## src/rtl/core/s2a_pkg.sv

```systemverilog
// ----------------------------------------------------------------------------
// s2a_pkg
// Shared types, constants and the set-1 scancode translation table for the
// scancode to ASCII character ring.
// ----------------------------------------------------------------------------
package s2a_pkg;

    localparam int RING_DEPTH = 64;
    localparam int PTR_W      = $clog2(RING_DEPTH);
    localparam int CODE_W     = 8;
    localparam int CHAR_W     = 7;
    localparam int OUT_DATA_W = 24;

    localparam logic [CODE_W-1:0] CODE_CTRL_DOWN = 8'h1D;
    localparam logic [CODE_W-1:0] CODE_CTRL_UP   = 8'h9D;
    localparam logic [CHAR_W-1:0] CHAR_LOWER_C   = 7'h63;

    typedef enum logic {
        ACT_SCANCODE = 1'b0,
        ACT_READ     = 1'b1
    } action_t;

    typedef enum logic {
        ST_IDLE,
        ST_POP
    } s2a_state_t;

    typedef logic [PTR_W-1:0] ptr_t;

    function automatic ptr_t ptr_advance(input ptr_t p);
        ptr_t r;
        if (p == ptr_t'(RING_DEPTH - 1)) begin
            r = '0;
        end else begin
            r = p + ptr_t'(1);
        end
        return r;
    endfunction

    // Set-1 make codes to ASCII; unmapped, release and out-of-range codes give zero.
    function automatic logic [CHAR_W-1:0] ascii_lookup(input logic [CODE_W-1:0] code);
        logic [CHAR_W-1:0] c;
        unique case (code)
            8'h02: c = 7'h31;
            8'h03: c = 7'h32;
            8'h04: c = 7'h33;
            8'h05: c = 7'h34;
            8'h06: c = 7'h35;
            8'h07: c = 7'h36;
            8'h08: c = 7'h37;
            8'h09: c = 7'h38;
            8'h0A: c = 7'h39;
            8'h0B: c = 7'h30;
            8'h0C: c = 7'h2D;
            8'h0D: c = 7'h3D;
            8'h10: c = 7'h71;
            8'h11: c = 7'h77;
            8'h12: c = 7'h65;
            8'h13: c = 7'h72;
            8'h14: c = 7'h74;
            8'h15: c = 7'h79;
            8'h16: c = 7'h75;
            8'h17: c = 7'h69;
            8'h18: c = 7'h6F;
            8'h19: c = 7'h70;
            8'h1A: c = 7'h5B;
            8'h1B: c = 7'h5D;
            8'h1C: c = 7'h0A;
            8'h1E: c = 7'h61;
            8'h1F: c = 7'h73;
            8'h20: c = 7'h64;
            8'h21: c = 7'h66;
            8'h22: c = 7'h67;
            8'h23: c = 7'h68;
            8'h24: c = 7'h6A;
            8'h25: c = 7'h6B;
            8'h26: c = 7'h6C;
            8'h27: c = 7'h3B;
            8'h28: c = 7'h27;
            8'h29: c = 7'h60;
            8'h2B: c = 7'h5C;
            8'h2C: c = 7'h7A;
            8'h2D: c = 7'h78;
            8'h2E: c = 7'h63;
            8'h2F: c = 7'h76;
            8'h30: c = 7'h62;
            8'h31: c = 7'h6E;
            8'h32: c = 7'h6D;
            8'h33: c = 7'h2C;
            8'h34: c = 7'h2E;
            8'h35: c = 7'h2F;
            8'h37: c = 7'h2A;
            8'h39: c = 7'h20;
            8'h47: c = 7'h37;
            8'h48: c = 7'h38;
            8'h49: c = 7'h39;
            8'h4A: c = 7'h2D;
            8'h4B: c = 7'h34;
            8'h4C: c = 7'h35;
            8'h4D: c = 7'h36;
            8'h4E: c = 7'h2B;
            8'h4F: c = 7'h31;
            8'h50: c = 7'h32;
            8'h51: c = 7'h33;
            8'h52: c = 7'h30;
            8'h53: c = 7'h2E;
            default: c = '0;
        endcase
        return c;
    endfunction

endpackage

```

## src/rtl/core/scancode_to_ascii_fifo.sv

```systemverilog
// ----------------------------------------------------------------------------
// scancode_to_ascii_fifo
// Translates set-1 keyboard scancodes to ASCII, tracks left Ctrl, flags
// Ctrl+C and queues typed characters in a ring that is read back on request.
// ----------------------------------------------------------------------------
// A scancode item is translated and written into the ring as it is taken, and
// its result is registered in the output register. A read item on a non-empty
// ring is read from the synchronous ring memory into mem_rdata_reg and passes
// through ST_POP before its result is registered; on an empty ring its zero
// result is registered directly. The ring has RING_DEPTH entries and holds at
// most RING_DEPTH-1 characters. A new item is taken once the output register
// is empty or in the cycle that its result leaves, except during a pop.
module scancode_to_ascii_fifo
    import s2a_pkg::*;
(
    input  logic                  aclk,
    input  logic                  aresetn,
    input  logic                  s_tvalid,
    output logic                  s_tready,
    input  logic [CODE_W-1:0]     s_tdata,   // [7:0] scancode
    input  logic                  s_tuser,   // [0] action
    output logic                  m_tvalid,
    input  logic                  m_tready,
    // [6:0] read_char, [7] echo_valid, [14:8] echo_char, [15] interrupt_raised,
    // [16] char_dropped, [23:17] zero
    output logic [OUT_DATA_W-1:0] m_tdata
);

    logic [CHAR_W-1:0] ring [RING_DEPTH];

    s2a_state_t            state_reg, state_next;
    ptr_t                  wr_ptr_reg, wr_ptr_next;
    ptr_t                  rd_ptr_reg, rd_ptr_next;
    logic                  ctrl_down_reg, ctrl_down_next;
    logic                  out_valid_reg, out_valid_next;
    logic [OUT_DATA_W-1:0] out_data_reg, out_data_next;
    logic [CHAR_W-1:0]     mem_rdata_reg;

    logic              accept;
    logic              is_read;
    logic              ring_empty;
    logic              ring_full;
    logic [CHAR_W-1:0] ch;
    logic              mem_we;
    logic              mem_re;
    logic              out_free;

    assign out_free   = !out_valid_reg || m_tready;
    assign accept     = s_tvalid && s_tready;
    assign is_read    = (action_t'(s_tuser) == ACT_READ);
    assign ring_empty = (wr_ptr_reg == rd_ptr_reg);
    assign ring_full  = (ptr_advance(wr_ptr_reg) == rd_ptr_reg);
    assign ch         = ascii_lookup(s_tdata);

    always_comb begin
        state_next = state_reg;
        unique case (state_reg)
            ST_IDLE: begin
                if (accept && is_read && !ring_empty) begin
                    state_next = ST_POP;
                end
            end
            ST_POP: begin
                state_next = ST_IDLE;
            end
            default: begin
                state_next = ST_IDLE;
            end
        endcase
    end

    always_comb begin
        s_tready       = (state_reg == ST_IDLE) && out_free;
        wr_ptr_next    = wr_ptr_reg;
        rd_ptr_next    = rd_ptr_reg;
        ctrl_down_next = ctrl_down_reg;
        out_valid_next = out_valid_reg && !m_tready;
        out_data_next  = out_data_reg;
        mem_we         = 1'b0;
        mem_re         = 1'b0;
        unique case (state_reg)
            ST_IDLE: begin
                if (accept) begin
                    if (is_read) begin
                        if (ring_empty) begin
                            out_valid_next = 1'b1;
                            out_data_next  = '0;
                        end else begin
                            mem_re      = 1'b1;
                            rd_ptr_next = ptr_advance(rd_ptr_reg);
                        end
                    end else begin
                        out_valid_next = 1'b1;
                        out_data_next  = '0;
                        priority if (s_tdata == CODE_CTRL_DOWN) begin
                            ctrl_down_next = 1'b1;
                        end else if (s_tdata == CODE_CTRL_UP) begin
                            ctrl_down_next = 1'b0;
                        end else if (ch == '0) begin
                            out_data_next = '0;
                        end else if (ctrl_down_reg && ch == CHAR_LOWER_C) begin
                            out_data_next[15] = 1'b1;
                        end else begin
                            out_data_next[7]    = 1'b1;
                            out_data_next[14:8] = ch;
                            if (ring_full) begin
                                out_data_next[16] = 1'b1;
                            end else begin
                                mem_we      = 1'b1;
                                wr_ptr_next = ptr_advance(wr_ptr_reg);
                            end
                        end
                    end
                end
            end
            ST_POP: begin
                out_valid_next     = 1'b1;
                out_data_next      = '0;
                out_data_next[6:0] = mem_rdata_reg;
            end
            default: begin
                out_valid_next = out_valid_reg && !m_tready;
            end
        endcase
    end

    always_ff @(posedge aclk) begin
        if (!aresetn) begin
            state_reg     <= ST_IDLE;
            wr_ptr_reg    <= '0;
            rd_ptr_reg    <= '0;
            ctrl_down_reg <= 1'b0;
            out_valid_reg <= 1'b0;
        end else begin
            state_reg     <= state_next;
            wr_ptr_reg    <= wr_ptr_next;
            rd_ptr_reg    <= rd_ptr_next;
            ctrl_down_reg <= ctrl_down_next;
            out_valid_reg <= out_valid_next;
        end
    end

    always_ff @(posedge aclk) begin
        out_data_reg <= out_data_next;
    end

    always_ff @(posedge aclk) begin
        if (mem_we) begin
            ring[wr_ptr_reg] <= ch;
        end
    end

    always_ff @(posedge aclk) begin
        if (mem_re) begin
            mem_rdata_reg <= ring[rd_ptr_reg];
        end
    end

    assign m_tvalid = out_valid_reg;
    assign m_tdata  = out_data_reg;

endmodule

```

## config.mk

```make
export PLATFORM = sky130hd
export DESIGN_NAME = scancode_to_ascii_fifo
export DESIGN_NICKNAME = d
export VERILOG_FILES = /design/src/rtl/core/s2a_pkg.sv /design/src/rtl/core/scancode_to_ascii_fifo.sv
export SDC_FILE = /design/constraint.sdc
export NUM_CORES = 1
export LEC_CHECK = 0
export ABC_CLOCK_PERIOD_IN_PS = 5150
export BUFFER_PORTS_ARGS = -buffer_cell sky130_fd_sc_hd__buf_2
export CAP_MARGIN = 20
export CORE_AREA = 2 2 245 247
export DETAILED_ROUTE_END_ITERATION = 10
export DIE_AREA = 0 0 247 249
export GPL_ROUTABILITY_DRIVEN = 1
export GPL_TIMING_DRIVEN = 1
export PLACE_DENSITY_LB_ADDON = 0.05
export SYNTH_ARGS = -nofsm -noshare
export SYNTH_HDL_FRONTEND = slang
export SYNTH_SLANG_ARGS = --single-unit
```

## constraint.sdc

```tcl
create_clock -name aclk -period 5.15 [get_ports aclk]
set_input_delay 1.03 -clock aclk [delete_from_list [all_inputs] [get_ports aclk]]
set_output_delay 1.03 -clock aclk [all_outputs]
set_load 0.05 [all_outputs]
```

==> flow_summary.ini <==
[worst_setup_path]
critPathKind = in -> reg
cpMostUsedCell = buf_4
cpPeakStageDelay_ns = 0.40
crit_slowest_cell = ha_1
path_max_fanout = 21
crit_path_start_kind = primary input
endpoint_kind = register
cpLargestDelayFamily = simple AND/OR/NAND/NOR gates
crit_arrival_ns = 4.35
path_buf_inv = 5
path_cells = buf_2, inv_1, ha_1, nor2_1, a21oi_1, o221a_2, o221ai_2, or3_4, a21oi_4, or2_2, buf_12, buf_4, nor4_1, buf_4
worstPathRequired_ns = 5.45

[global_route]
grt.total_usage_pct = 17.0
grt_pass1_vias = 10700
gr-total-overflow = 0
antenna_found_initial = 2
grt_pass1_wl_um = 75900
grt_start_max_net_pins = 82

[timing]
worst_slew_pin_slew_ns = 0.976
finalHoldViolCount = 0
period_needed_ns = 4.04
period_share_pct = 78.5
setup_tns_ns = 0
rsz0062_at_grt = false
finalMaxSlewViolations = 0
setup_viol = 0
fmax_ghz = 0.247
slew_headroom_pct = 34.9
skew_ns = 0.0238

[cells_and_area]
stdcell_count = 1978
largest_reg_flops = 448
fill_cells = 5315
multi_input_area_um2 = 5440
area_growth_pct = 15.4
drive_gt1_share_pct = 30.9
register_area_um2 = 14500
antennaDiodeCount = 0
layout.nets = 1188
design_area_um2 = 23500

[floorplanning]
die_w_um = 247
start_util_pct = 34.7
die-area_um2 = 61500
core_area_um2 = 58700
fp.dieH_um = 249
rows = 89
pin_count = 39

[synth]
synthArstFlopShare_pct = 0
synthCells = 1062
syn_area_um2 = 20400
synth_edf_count = 472
ys_ff_latch = 487
ys_top_cells_by_count = edfxtp_1 (472), mux4_2 (147), nor4_1 (57)
yosysMostFrequentCell = edfxtp_1
synth_top_area_share_pct = 69.6
synthFlopType = edfxtp_1
ys_types = 65
synth_area_leaders = edfxtp_1 (70%), mux4_2 (16%), nor4_1 (1.8%)
synth_warnings = 0
synth.avg_cell_area_um2 = 19.2
ys_seq_area_share_pct = 71.1
synth_top_area_cell = edfxtp_1

[detailed_routing]
via_per_inst = 5.30
final_antenna_net_count = 0
drc = 0
routed_wl_um = 51200
vias = 10500
wl_per_cell_um = 25.9
drtIter0Drc = 794
firstDrtPassIters = 5

[hold_path]
hold_path.class = reg -> reg

[cts]
numClockSinks = 487
clkTransAtPathRegs_ns = 0.07
cts_resized = 0
numCtsBuffers = 52
worstSkewPairLatency_ns = 0.60
cts_root_buf = clkbuf_16
cts_setup_buffers = 0
cts_tree = built
holdBufCountCts = 0
htree_levels = 2
cts_buffer_depth = 3

[place]
routabilityCongestion = 0.872
placed_cell_area_um2 = 21900
io_buffers = 31
hpwl_um = 32100
dp_cells = 1879

[run_status]
status = finished clean

[power]
ir_drop_mv = 0.202
p_leak_nw = 6.79
p_per_area_nw_per_um2 = 359

[flow_run]
max_cap_violations = 0
==> cell families (layout without fill, tap and decap cells) <==
logic type | Yosys count | count (layout) | synth area share [%]
AOI/OAI and AO/OA | 85 | 85 | 3.12
xor gates and xnor gates | 14 | 14 | 0.602
adders and majority gates | 14 | 14 | 0.860
buffers and inverters | 106 | 243 | 2.31
DFF | 487 | 487 | 71.1
muxes | 153 | 153 | 16.6
other | 1 | 7 | 0.0184
and+or+nand+nor | 202 | 202 | 5.47
==> where the power goes <==
group,switching [mW],total (mW),internal (mW)
registers,0.00963,4.41,4.40
clock network,1.52,3.53,2.00
logic,0.358,0.501,0.143
==> area by class of cell <==
cell class	count	share of cell area (%)
clock inverters	25	0.687
multi-input cells	475	23.2
flip-flops and latches	487	61.7
inverters	18	0.288
clock buffers	73	6.14
well taps	773	4.12
repair buffers	127	3.94
==> through the flow <==
step | worst slack (ns) | hold WS [ns] | total power [mW] | util [%]
after floorplan | 0.720 | 0.486 | 4.82 | -
after global placement | 0.571 | 0.513 | 5.00 | 37.3
after detailed placement | 0.486 | 0.517 | 5.00 | 37.3
after CTS | 1.13 | 0.530 | 8.56 | 40.0
after global routing | 0.843 | 0.544 | 8.75 | 40.0
final | 1.11 | 0.522 | 8.44 | 40.0
==> metal layers <==
layer	GRT usage, %	share of wire, %
met5	0	0.025
met2	26.5	48
met1	25.0	47
met4	4.42	1.9
met3	2.28	3.5
==> cells in the final DEF, fill, tap and decap left out, types with 14 or more instances in the layout <==
cell,instances
nor4_1,57
clkbuf_1,17
clkbuf_16,54
ha_1,14
nand2_1,32
buf_4,92
buf_2,31
and2_1,14
mux4_2,147
nor2_1,32
a21oi_1,14
edfxtp_1,472
==> worst min-delay path, cell delays in order, from the launching register on <==
cell     delay, ns
dfxtp_1       0.32
mux2i_1       0.07
nor2b_1       0.09
==> path summary, 6_finish.rpt <==
| path | end | cells after the start | slack [ns] | start |
|---|---|---|---|---|
| worst max-delay path | ring[44][3]$_DFFE_PP_ | 14 | 1.11 | s_tdata[0] |
| worst min-delay path | ctrl_down_reg$_SDFFE_PN0P_ | 2 | 0.52 | ctrl_down_reg$_SDFFE_PN0P_ |
| worst max register to register | ring[44][3]$_DFFE_PP_ | 13 | 1.39 | wr_ptr_reg[0]$_SDFFE_PN0P_ |
| worst min register to register | ctrl_down_reg$_SDFFE_PN0P_ | 2 | 0.52 | ctrl_down_reg$_SDFFE_PN0P_ |
Power figures use the tool's default switching activity.
